[src/rtl/rau_pkg.sv]
// shared types and constants of the running aggregate unit
package rau_pkg;

	localparam int ACC_W     = 64;
	localparam int KIND_W    = 2;
	localparam int OP_W      = 2;
	localparam int MODE_W    = 3;
	localparam int DIV_ITER_W = $clog2(ACC_W);

	localparam logic [DIV_ITER_W-1:0] DIV_ITER_LAST = DIV_ITER_W'(ACC_W - 1);

	localparam logic [OP_W-1:0] OP_INSERT = 2'd0;
	localparam logic [OP_W-1:0] OP_READ   = 2'd1;
	localparam logic [OP_W-1:0] OP_CLEAR  = 2'd2;

	localparam logic [MODE_W-1:0] MODE_MIN   = 3'd0;
	localparam logic [MODE_W-1:0] MODE_MAX   = 3'd1;
	localparam logic [MODE_W-1:0] MODE_AVG   = 3'd2;
	localparam logic [MODE_W-1:0] MODE_FIRST = 3'd3;
	localparam logic [MODE_W-1:0] MODE_LAST  = 3'd4;
	localparam logic [MODE_W-1:0] MODE_SUM   = 3'd5;
	localparam logic [MODE_W-1:0] MODE_COUNT = 3'd6;

	localparam logic [KIND_W-1:0] KIND_EMPTY = 2'd0;
	localparam logic [KIND_W-1:0] KIND_NUM   = 2'd1;
	localparam logic [KIND_W-1:0] KIND_ITEM  = 2'd2;
	localparam logic [KIND_W-1:0] KIND_COUNT = 2'd3;

	// commands from the controller to the datapath
	typedef struct packed {
		logic insert;
		logic clear;
		logic load_direct;
		logic div_start;
		logic div_step;
		logic load_div;
	} rau_cmd_t;

	// status from the datapath to the controller
	typedef struct packed {
		logic need_div;
	} rau_stat_t;

endpackage

[src/rtl/rau_ctrl.sv]
// controller: handshake, read sequencing and divider iteration count
module rau_ctrl (
	input  logic                       clk,
	input  logic                       arst_n,
	input  logic                       in_valid,
	output logic                       in_ready,
	input  logic [rau_pkg::OP_W-1:0]   opcode,
	output logic                       out_valid,
	input  logic                       out_ready,
	input  rau_pkg::rau_stat_t         stat,
	output rau_pkg::rau_cmd_t          cmd
);
	import rau_pkg::*;

	localparam logic [1:0] ST_IDLE = 2'd0;
	localparam logic [1:0] ST_DIV  = 2'd1;
	localparam logic [1:0] ST_FIN  = 2'd2;

	logic [1:0]            state_q;
	logic [DIV_ITER_W-1:0] iter_q;
	logic                  out_valid_q;
	logic                  accept;
	logic                  is_read;

	// a read needs the output slot, other opcodes do not
	assign in_ready = (state_q == ST_IDLE) &&
		((opcode != OP_READ) || !out_valid_q || out_ready);
	assign accept   = in_valid && in_ready;
	assign is_read  = accept && (opcode == OP_READ);

	always_comb begin
		cmd             = '0;
		cmd.insert      = accept && (opcode == OP_INSERT);
		cmd.clear       = accept && (opcode == OP_CLEAR);
		cmd.div_start   = is_read && stat.need_div;
		cmd.load_direct = is_read && !stat.need_div;
		cmd.div_step    = (state_q == ST_DIV);
		cmd.load_div    = (state_q == ST_FIN);
	end

	always_ff @(posedge clk or negedge arst_n) begin
		if (!arst_n) begin
			state_q     <= ST_IDLE;
			iter_q      <= '0;
			out_valid_q <= 1'b0;
		end else begin
			if (cmd.load_direct || cmd.load_div) begin
				out_valid_q <= 1'b1;
			end else if (out_ready) begin
				out_valid_q <= 1'b0;
			end
			case (state_q)
				ST_IDLE: begin
					if (cmd.div_start) begin
						state_q <= ST_DIV;
						iter_q  <= '0;
					end
				end
				ST_DIV: begin
					iter_q <= iter_q + 1'b1;
					if (iter_q == DIV_ITER_LAST) begin
						state_q <= ST_FIN;
					end
				end
				ST_FIN: begin
					state_q <= ST_IDLE;
				end
				default: begin
					state_q <= ST_IDLE;
				end
			endcase
		end
	end

	assign out_valid = out_valid_q;

endmodule

[src/rtl/rau_dp.sv]
// datapath: aggregate state, saturating sum, restoring divider, result register
module rau_dp #(
	parameter int VALUE_WIDTH = 48,
	parameter int COUNT_WIDTH = 32
) (
	input  logic                          clk,
	input  logic                          arst_n,
	input  rau_pkg::rau_cmd_t             cmd,
	output rau_pkg::rau_stat_t            stat,
	input  logic                          cfg_clear,
	input  logic [rau_pkg::MODE_W-1:0]    mode,
	input  logic                          sample_kind,
	input  logic signed [VALUE_WIDTH-1:0] sample_value,
	output logic [rau_pkg::KIND_W-1:0]    result_kind,
	output logic signed [rau_pkg::ACC_W-1:0] result_value
);
	import rau_pkg::*;

	logic signed [ACC_W-1:0]  acc_q;
	logic [COUNT_WIDTH-1:0]   cnt_q;
	logic                     have_q;
	logic [KIND_W-1:0]        held_kind_q;

	logic signed [ACC_W-1:0]  v;
	logic signed [ACC_W-1:0]  sum;
	logic signed [ACC_W-1:0]  sat_sum;
	logic                     numeric;
	logic [COUNT_WIDTH-1:0]   cnt_inc;

	logic [ACC_W-1:0]         quo_q;
	logic [COUNT_WIDTH-1:0]   rem_q;
	logic                     neg_q;
	logic [COUNT_WIDTH:0]     trial;
	logic [COUNT_WIDTH:0]     diff;
	logic                     fits;

	logic [KIND_W-1:0]        rd_kind;
	logic signed [ACC_W-1:0]  rd_val;
	logic [KIND_W-1:0]        kind_q;
	logic signed [ACC_W-1:0]  val_q;

	assign numeric = sample_kind;
	assign v       = ACC_W'(sample_value);

	// saturating add: overflow only when both signs agree and the sum flips
	assign sum = acc_q + v;
	always_comb begin
		sat_sum = sum;
		if ((acc_q[ACC_W-1] == v[ACC_W-1]) && (sum[ACC_W-1] != acc_q[ACC_W-1])) begin
			sat_sum = acc_q[ACC_W-1] ? {1'b1, {(ACC_W-1){1'b0}}}
			                         : {1'b0, {(ACC_W-1){1'b1}}};
		end
	end

	assign cnt_inc = (cnt_q == '1) ? cnt_q : cnt_q + 1'b1;

	assign stat.need_div = (mode == MODE_AVG) && (cnt_q != '0);

	// one quotient bit per step
	assign trial = {rem_q, quo_q[ACC_W-1]};
	assign diff  = trial - {1'b0, cnt_q};
	assign fits  = !diff[COUNT_WIDTH];

	always_comb begin
		rd_kind = KIND_EMPTY;
		rd_val  = '0;
		case (mode)
			MODE_MIN, MODE_MAX, MODE_SUM: begin
				if (have_q) begin
					rd_kind = KIND_NUM;
					rd_val  = acc_q;
				end
			end
			MODE_FIRST, MODE_LAST: begin
				rd_kind = held_kind_q;
				rd_val  = (held_kind_q == KIND_NUM) ? acc_q : '0;
			end
			MODE_COUNT: begin
				rd_kind = KIND_COUNT;
				rd_val  = ACC_W'(cnt_q);
			end
			default: begin
				rd_kind = KIND_EMPTY;
				rd_val  = '0;
			end
		endcase
	end

	always_ff @(posedge clk or negedge arst_n) begin
		if (!arst_n) begin
			acc_q       <= '0;
			cnt_q       <= '0;
			have_q      <= 1'b0;
			held_kind_q <= KIND_EMPTY;
		end else if (cfg_clear || cmd.clear) begin
			acc_q       <= '0;
			cnt_q       <= '0;
			have_q      <= 1'b0;
			held_kind_q <= KIND_EMPTY;
		end else if (cmd.insert) begin
			case (mode)
				MODE_MIN: begin
					if (numeric && (!have_q || (v < acc_q))) begin
						acc_q  <= v;
						have_q <= 1'b1;
					end
				end
				MODE_MAX: begin
					if (numeric && (!have_q || (v > acc_q))) begin
						acc_q  <= v;
						have_q <= 1'b1;
					end
				end
				MODE_AVG: begin
					if (numeric) begin
						acc_q <= sat_sum;
						cnt_q <= cnt_inc;
					end
				end
				MODE_FIRST: begin
					if (held_kind_q == KIND_EMPTY) begin
						held_kind_q <= numeric ? KIND_NUM : KIND_ITEM;
						acc_q       <= numeric ? v : '0;
					end
				end
				MODE_LAST: begin
					held_kind_q <= numeric ? KIND_NUM : KIND_ITEM;
					acc_q       <= numeric ? v : '0;
				end
				MODE_SUM: begin
					if (numeric) begin
						acc_q  <= sat_sum;
						have_q <= 1'b1;
					end
				end
				MODE_COUNT: begin
					cnt_q <= cnt_inc;
				end
				default: begin
				end
			endcase
		end
	end

	// divider registers, no reset needed
	always_ff @(posedge clk) begin
		if (cmd.div_start) begin
			neg_q <= acc_q[ACC_W-1];
			quo_q <= acc_q[ACC_W-1] ? ACC_W'(-acc_q) : ACC_W'(acc_q);
			rem_q <= '0;
		end else if (cmd.div_step) begin
			quo_q <= {quo_q[ACC_W-2:0], fits};
			rem_q <= fits ? diff[COUNT_WIDTH-1:0] : trial[COUNT_WIDTH-1:0];
		end
	end

	always_ff @(posedge clk) begin
		if (cmd.load_direct) begin
			kind_q <= rd_kind;
			val_q  <= rd_val;
		end else if (cmd.load_div) begin
			kind_q <= KIND_NUM;
			val_q  <= neg_q ? -$signed(quo_q) : $signed(quo_q);
		end
	end

	assign result_kind  = kind_q;
	assign result_value = val_q;

endmodule

[src/rtl/running_aggregate_unit_core.sv]
// top level of the running aggregate unit: config port, controller and datapath
//
// usage
// - input channel (in_valid / in_ready) carries one beat per command:
//   opcode insert, read or clear, with sample_kind and sample_value
// - output channel (out_valid / out_ready) carries one beat per read:
//   result_kind and result_value
// - insert and clear are taken back to back while no divide runs, and return no beat
// - a read in any mode but average, or in average with a zero count, loads
//   the output register at accept, the beat appears on the next cycle
// - a read in average mode with a nonzero count runs a restoring divider,
//   one quotient bit per cycle over the 64-bit accumulator; the finish state
//   loads the output register and no input is taken meanwhile
// - while the receiver stalls, the result holds in the output register;
//   inserts and clears keep flowing, a further read waits for the slot
// - reset clears the aggregate state, the mode (min) and the output valid
// - writing aggregate_mode over the APB port also clears the aggregate state
module running_aggregate_unit_core #(
	parameter int VALUE_WIDTH = 48,
	parameter int COUNT_WIDTH = 32
) (
	input  logic                          clk,
	input  logic                          arst_n,
	// configuration port
	input  logic                          psel,
	input  logic                          penable,
	input  logic                          pwrite,
	input  logic [2:0]                    paddr,
	input  logic [31:0]                   pwdata,
	output logic [31:0]                   prdata,
	output logic                          pready,
	// input channel
	input  logic                          in_valid,
	output logic                          in_ready,
	input  logic [rau_pkg::OP_W-1:0]      opcode,
	input  logic                          sample_kind,
	input  logic signed [VALUE_WIDTH-1:0] sample_value,
	// output channel
	output logic                          out_valid,
	input  logic                          out_ready,
	output logic [rau_pkg::KIND_W-1:0]    result_kind,
	output logic signed [rau_pkg::ACC_W-1:0] result_value
);
	import rau_pkg::*;

	logic [MODE_W-1:0] mode_q;
	logic              mode_wr;
	rau_cmd_t          cmd;
	rau_stat_t         stat;

	// only one register, decoded at byte addresses 0 to 3 (paddr[2] low)
	assign pready  = 1'b1;
	assign mode_wr = psel && penable && pwrite && (paddr[2] == 1'b0);
	assign prdata  = (paddr[2] == 1'b0) ? {{(32-MODE_W){1'b0}}, mode_q} : 32'd0;

	always_ff @(posedge clk or negedge arst_n) begin
		if (!arst_n) begin
			mode_q <= MODE_MIN;
		end else if (mode_wr) begin
			mode_q <= pwdata[MODE_W-1:0];
		end
	end

	// sequencing of accepts, divider iterations and result beats
	rau_ctrl u_ctrl (
		.clk       (clk),
		.arst_n    (arst_n),
		.in_valid  (in_valid),
		.in_ready  (in_ready),
		.opcode    (opcode),
		.out_valid (out_valid),
		.out_ready (out_ready),
		.stat      (stat),
		.cmd       (cmd)
	);

	// aggregate state, divider and output register
	rau_dp #(
		.VALUE_WIDTH (VALUE_WIDTH),
		.COUNT_WIDTH (COUNT_WIDTH)
	) u_dp (
		.clk          (clk),
		.arst_n       (arst_n),
		.cmd          (cmd),
		.stat         (stat),
		.cfg_clear    (mode_wr),
		.mode         (mode_q),
		.sample_kind  (sample_kind),
		.sample_value (sample_value),
		.result_kind  (result_kind),
		.result_value (result_value)
	);

endmodule

[config.mk]
export PLATFORM = sky130hd
export DESIGN_NAME = running_aggregate_unit_core
export DESIGN_NICKNAME = d
export VERILOG_FILES = /design/src/rtl/rau_pkg.sv /design/src/rtl/rau_ctrl.sv /design/src/rtl/rau_dp.sv /design/src/rtl/running_aggregate_unit_core.sv
export SDC_FILE = /design/constraint.sdc
export NUM_CORES = 1
export LEC_CHECK = 0
export BUFFER_PORTS_ARGS = -buffer_cell sky130_fd_sc_hd__buf_2
export CAP_MARGIN = 20
export CELL_PAD_IN_SITES_DETAIL_PLACEMENT = 1
export CELL_PAD_IN_SITES_GLOBAL_PLACEMENT = 2
export CORE_MARGIN = 2
export CORE_UTILIZATION = 40
export CTS_CLUSTER_DIAMETER = 200
export DETAILED_ROUTE_END_ITERATION = 10
export PLACE_DENSITY = 0.94
export REMOVE_ABC_BUFFERS = 1
export SKIP_LAST_GASP = 1
export SYNTH_ARGS = -nofsm -noshare
export SYNTH_HDL_FRONTEND = slang
export SYNTH_SLANG_ARGS = --single-unit
export TNS_END_PERCENT = 100
[constraint.sdc]
create_clock -name clk -period 10.32 [get_ports clk]
set_input_delay 0 -clock clk [delete_from_list [all_inputs] [get_ports clk]]
set_output_delay 0 -clock clk [all_outputs]
set_load 0.02 [all_outputs]
## Yosys cells after proc, flatten, opt, wreduce, memory -nomap -nowiden

Cells that the tools add are included.

| word-level totals | value |
|---|---|
| bits in registers | 274 |
| bits of input ports | 93 |
| word-level logic and storage cells | 141 |

| operators by class | value |
|---|---|
| add/sub/neg operators | 6 |
| order comparisons | 2 |
| eq/ne operators | 24 |
| multiplexer cells | 48 |
| bitwise operators | 1 |
| reductions and logical operators | 47 |

Operators by type and width:

| operator | number |
|---|---|
| 64-bit 2-to-1 mux | 17 |
| 64-bit one-hot mux with 5 select lines | 1 |
| 64-bit one-hot mux with 3 select lines | 1 |
| 32-bit 2-to-1 mux | 5 |
| 64-bit negator | 2 |
| 64-bit by 48-bit adder with 64-bit output | 1 |
| 48-bit by 64-bit greater-than comparator with 1-bit output | 1 |
| 48-bit by 64-bit less-than comparator with 1-bit output | 1 |
| 32-bit one-hot mux with 2 select lines | 1 |
| 33-bit by 32-bit subtractor with 33-bit output | 1 |
| 32-bit by 1-bit adder with 32-bit output (second input constant) | 1 |
| 32-bit == test (second input constant) | 1 |
| 32-bit nonzero test | 1 |
| 2-bit 2-to-1 mux | 8 |
| 1-bit logical AND | 14 |
| 3-bit by 1-bit inequality test with 1-bit output (second input constant) | 4 |
| 6-bit one-hot mux with 2 select lines | 1 |
| 2-bit nonzero test | 5 |
| 3-bit == test (second input constant) | 3 |
| 1-bit 2-to-1 mux | 8 |
| 2-bit one-hot mux with 2 select lines | 2 |
| 6-bit by 1-bit adder with 6-bit output (second input constant) | 1 |
| 2-bit by 1-bit == test with 1-bit output (second input constant) | 3 |
| 3-bit by 2-bit == test with 1-bit output (second input constant) | 2 |
| other kinds (27) | 43 |

## Longest topological paths before layout

| depth | value |
|---|---|
| depth in word-level cells | 9 |
| mapped depth | 18 |
| gate-level depth less buffers | 14 |

## Hierarchy

A second synthesis with hierarchy kept.

| unflattened totals | value |
|---|---|
| cells, all modules | 2629 |
| area total of the unflattened synthesis | 22156.2 sq um |

By module, submodules not included:

| module | times used | cells each | area an instance (sq um) | sequential area each (sq um) |
|---|---|---|---|---|
| rau_dp | 1 | 2534 | 21187.8 | 7051.8 |
| rau_ctrl | 1 | 52 | 561.8 | 225.2 |
| running_aggregate_unit_core | 1 | 43 | 406.6 | 75.1 |

## Least setup slack after synthesis

No wires, ideal clock.

| path | value |
|---|---|
| kind | reg-to-reg |
| start point | register u_ctrl.out_valid_q (netlist: u_ctrl.out_valid) |
| end point | register u_dp.quo_q[0], enable pin |
| setup time | 418 ps |
| arrival | 3671 ps |
| data required time | 9902 ps |
| slack | 6232 ps |
| cell stages (with the launch flop) | 12 |
| period minus slack after synthesis | 4088 ps |
| path through | dfrtp_1 nand2b_1 nor3b_1 nor3_1 nand4b_1 or2_2 clkbuf_1 clkbuf_1 inv_1 nor2_1 clkbuf_1 inv_1 |

RTL lines:

| what | line | RTL |
|---|---|---|
| start, declared | rau_ctrl.sv:21 | `logic out_valid_q;` |
| start signal, assigned | rau_ctrl.sv:45 | `out_valid_q <= 1'b0;` |
| start signal, assigned | rau_ctrl.sv:48 | `out_valid_q <= 1'b1;` |
| start signal, assigned | rau_ctrl.sv:50 | `out_valid_q <= 1'b0;` |
| end signal, assigned | rau_dp.sv:149 | `quo_q <= acc_q[ACC_W-1] ? ACC_W'(-acc_q) : ACC_W'(acc_q);` |
| end signal, assigned | rau_dp.sv:152 | `quo_q <= {quo_q[ACC_W-2:0], fits};` |
| end, declared | rau_dp.sv:30 | `logic [ACC_W-1:0] quo_q;` |

## Final worst setup path

| path | value |
|---|---|
| start point | register u_dp.acc_q[9] |
| end point | register u_dp.acc_q[62] |

| between the ends | value |
|---|---|
| cells in the longest elaborated chain, start to end | 8 |

RTL lines:

| what | line | RTL |
|---|---|---|
| start, declared | rau_dp.sv:19 | `logic signed [ACC_W-1:0] acc_q;` |
| start signal, assigned | rau_dp.sv:104 | `acc_q <= v;` |
| start signal, assigned | rau_dp.sv:110 | `acc_q <= v;` |
| start signal, assigned | rau_dp.sv:116 | `acc_q <= sat_sum;` |
| 64-bit by 48-bit adder with 64-bit output | rau_dp.sv:46 | `assign sum = acc_q + v;` |
| 1-bit inequality test | rau_dp.sv:49 | `if ((acc_q[ACC_W-1] == v[ACC_W-1]) && (sum[ACC_W-1] != acc_q[ACC_W-1])) begin` |
| 1-bit logical AND | rau_dp.sv:49 |  |
| 64-bit 2-to-1 mux | rau_dp.sv:49 |  |
| 64-bit 2-to-1 mux | rau_dp.sv:115, rau_dp.sv:131 |  |
| 64-bit one-hot mux with 5 select lines | rau_dp.sv:101 | `case (mode)` |
| 64-bit 2-to-1 mux | rau_dp.sv:100 | `end else if (cmd.insert) begin` |
| 64-bit 2-to-1 mux | rau_dp.sv:95 | `end else if (cfg_clear \|\| cmd.clear) begin` |

Parallel ways exist; a longest one is shown, timed or not. The select of a mux whose other input is x is not followed.
A chain may end at the register's enable or synchronous reset.

==> impl_metrics.tcl <==
set metrics [dict create \
    grt_usage 0.2784 \
    skew_ns 0.01423 \
    start_util 0.4061 \
    fmax_mhz 178.2 \
    crit_arrival_ns 6.04 \
    critical_path_buf_inv_count 1 \
    rsz0062_at_grt "false" \
    required_ns 10.75 \
    syn_area_um2 22460 \
    ys.flop_type "edfxtp_1" \
    finalWirelength_mm 82.08 \
    worst_pin_slew_ns 1.017 \
    slowest_delay_ns 0.76 \
    startpoint "u_dp.acc_q[9]" \
    synth_seq_cells 274 \
    final_cell_mix "295 x o21ai_0, 263 x nand2_1, 173 x inv_1" \
    vias 21580 \
    gp_congestion 0.9332 \
    synthArstFlopShare 0.4051 \
    cts.clk_slew.worst_paths_ns 0.06 \
    fin_cells 3586 \
    cts_tree "yes" \
    end_kind "flop" \
    wl_per_cell_um 22.89 \
    grt_pass1_wl_mm 126.1 \
    final_common_cell "o21ai_0" \
    placed_cell_area_um2 23660 \
    status "completed" \
    htreeDepth 2 \
    viasPerCell 6.018 \
    multiInputGateArea_um2 13850 \
    pin_count 194 \
    clk_latency_ns 0.56 \
    regArea_um2 7353 \
    worst-path-stages 13 \
    grt_max_degree 72 \
    grt_overflow 0 \
    yosysUniqueCellTypes 86 \
    die-area_um2 58070 \
    path_max_fanout 8 \
    cts_resized 0 \
    r2r-end "u_dp.acc_q[62]" \
    rows 86 \
    hold_class "in -> reg" \
    setup_tns_ns 0 \
    ir_drop_v 0.0001603 \
    slew_violations 0 \
    drc_errors 0 \
    wl_met3_mm 4.390 \
    leakagePower_nw 10.25 \
    coreArea_um2 55310 \
    cp_top_family "compound AO/OA/AOI/OAI gates" \
    slowest_stage "a21boi_0" \
    criticalPathCategory "reg -> reg" \
    root_buffer "clkbuf_16" \
    final_nets 3071 \
    highest_layer "met4" \
    hold_start "pwrite" \
    die_w_um 241.0 \
    fin_crit_ns 5.612 \
    maxCapViolCount 0 \
    cts_sinks 274 \
    start_kind "flop" \
    hold_ws_ns 0.05802 \
    syn_inst 2704 \
    r2r_setup_slack_ns 4.71 \
    dp_hpwl_mm 59.80 \
    stdcell_area_um2 25370 \
    hold_viol_final 0 \
    crit_path_cell_trace "inv_1 > ha_1 > nor4_1 > nand2_1 > a21oi_1 > o211ai_1 > a21boi_0 > o21ai_0 > a31oi_1 > o311ai_0 > nor4b_1 > or4_1 > a221o_1" \
    fin_util 0.4587 \
    r2r-start "u_dp.acc_q[9]" \
    finalSetupViolations 0 \
    diodes 0 \
    r2r_cells 13 \
    area_delta_synth_final_pct 12.95 \
    wl_met2_mm 37.93 \
    synth_edf_count 131 \
    min_path_cells 4 \
    post-route-period-util 0.5438 \
    drive_gt1_frac 0.09161 \
    antenna_found_initial 2 \
    numCtsBuffers 36 \
    avgSynthCellArea_um2 8.307 \
    powerDensity_nw_per_um2 312.7 \
    initialDrtViolationCount 1454 \
    final.fill_count 6667 \
    yosys_warnings 0 \
    max-slew-margin-rel 0.3221 \
    ant_nets 0 \
    die_y_um 241.0 \
    ys_seq_area_frac 0.3273 \
    placed_cells 3467 \
    grt_pass1_vias 21690 \
    io_buffers 132 \
    whs_endpoint "mode_q[2]" \
    drt-met1-wl_mm 37.77 \
    cts_buffer_depth 3 \
    first_pass_iters 5 \
]
## cells by family (layout without fill, tap and decap cells)
kind of cell	after synthesis	count (layout)	synth area share
AND/OR/NAND/NOR	853	853	0.1879
AO/OA/AOI/OAI	796	796	0.2222
buffers and inverters	347	453	0.06328
flip-flops	274	274	0.3273
XOR/XNOR	231	231	0.09007
adder cells (fa/ha/maj)	166	166	0.09314
multiplexers	35	35	0.01571
other	2	30	0.0003343
## how the worst max path moves through the flow
stage	end
floorplan	u_dp.result_kind[0]
global placement	u_dp.acc_q[62]
detailed placement	u_dp.acc_q[62]
CTS	u_dp.acc_q[62]
global route	u_dp.acc_q[62]
finish	u_dp.acc_q[62]
## metal layers
layer,global-route usage,vias to the layer above
li1,-,9978
met1,0.3920,10840
met2,0.4529,658
met3,0.03054,102
met4,0.07520,0
met5,0,-
## repair_timing
item	4_1_cts	5_1_grt
hold buffers	55	0
endpoints found under the setup margin	0	0
hold endpoints to repair	104	0
buffers inserted	0	0
## layout make-up
type,count,share of cell area
multi-input cells,2111,0.5458
flip-flops and latches,274,0.2898
repair buffers,215,0.05612
clock buffers,52,0.04108
well taps,748,0.03689
inverters,174,0.02574
clock inverters,12,0.004537
## synth_stat cells (all sizes together), types with 28 or more instances
master / number / area (um2)
xor2: 74 / 648.1
o21ai: 304 / 1529
o211ai: 28 / 210.2
nor2b: 32 / 207.7
nor2: 148 / 555.5
or3: 35 / 229.0
a21oi: 159 / 799.5
nand3: 132 / 665.6
nor3: 44 / 225.2
dfxtp: 32 / 640.6
xnor2: 157 / 1375
ha: 164 / 2052
a22oi: 41 / 307.8
inv: 174 / 653.1
nand2: 264 / 991.0
nand4: 40 / 250.2
edfxtp: 131 / 3934
dfrtp: 111 / 2778
nor4: 49 / 306.5
o31ai: 59 / 442.9
mux2i: 33 / 330.3
clkbuf: 128 / 480.5
buf: 45 / 287.8
## metrics by stage
stage,power (mW),worst slack (ns)
global route,8.480,4.656
floorplan,5.190,3.344
finish,7.934,4.708
global placement,6.367,5.174
CTS,7.878,4.920
detailed placement,6.555,4.919
## where the power goes
group          internal, mW  switching, mW  total (mW)
combinational          1.75           2.81        4.56
clock                 0.750          0.517        1.27
sequential             1.59          0.514        2.11
total                  4.09           3.84        7.93
## flip-flops by register name, indices dropped and copies added (netlist names)
signal,cells
u_dp.rem_q,32
u_dp.acc_q,64
u_ctrl.state_q,2
u_dp.cnt_q,32
u_dp.result_value,64
mode_q,3
u_ctrl.iter_q,6
u_dp.quo_q,64
u_ctrl.out_valid,1
u_dp.result_kind,2
u_dp.held_kind_q,2
u_dp.have_q,1
u_dp.neg_q,1
## worst reg2reg max path, stage by stage (launching register included)
cell      delay, ns
dfrtp_1        0.50
inv_1          0.13
ha_1           0.42
nor4_1         0.48
nand2_1        0.12
a21oi_1        0.37
o211ai_1       0.23
a21boi_0       0.76
o21ai_0        0.40
a31oi_1        0.55
o311ai_0       0.41
nor4b_1        0.27
or4_1          0.54
a221o_1        0.32
Power figures use the tool's default switching activity.
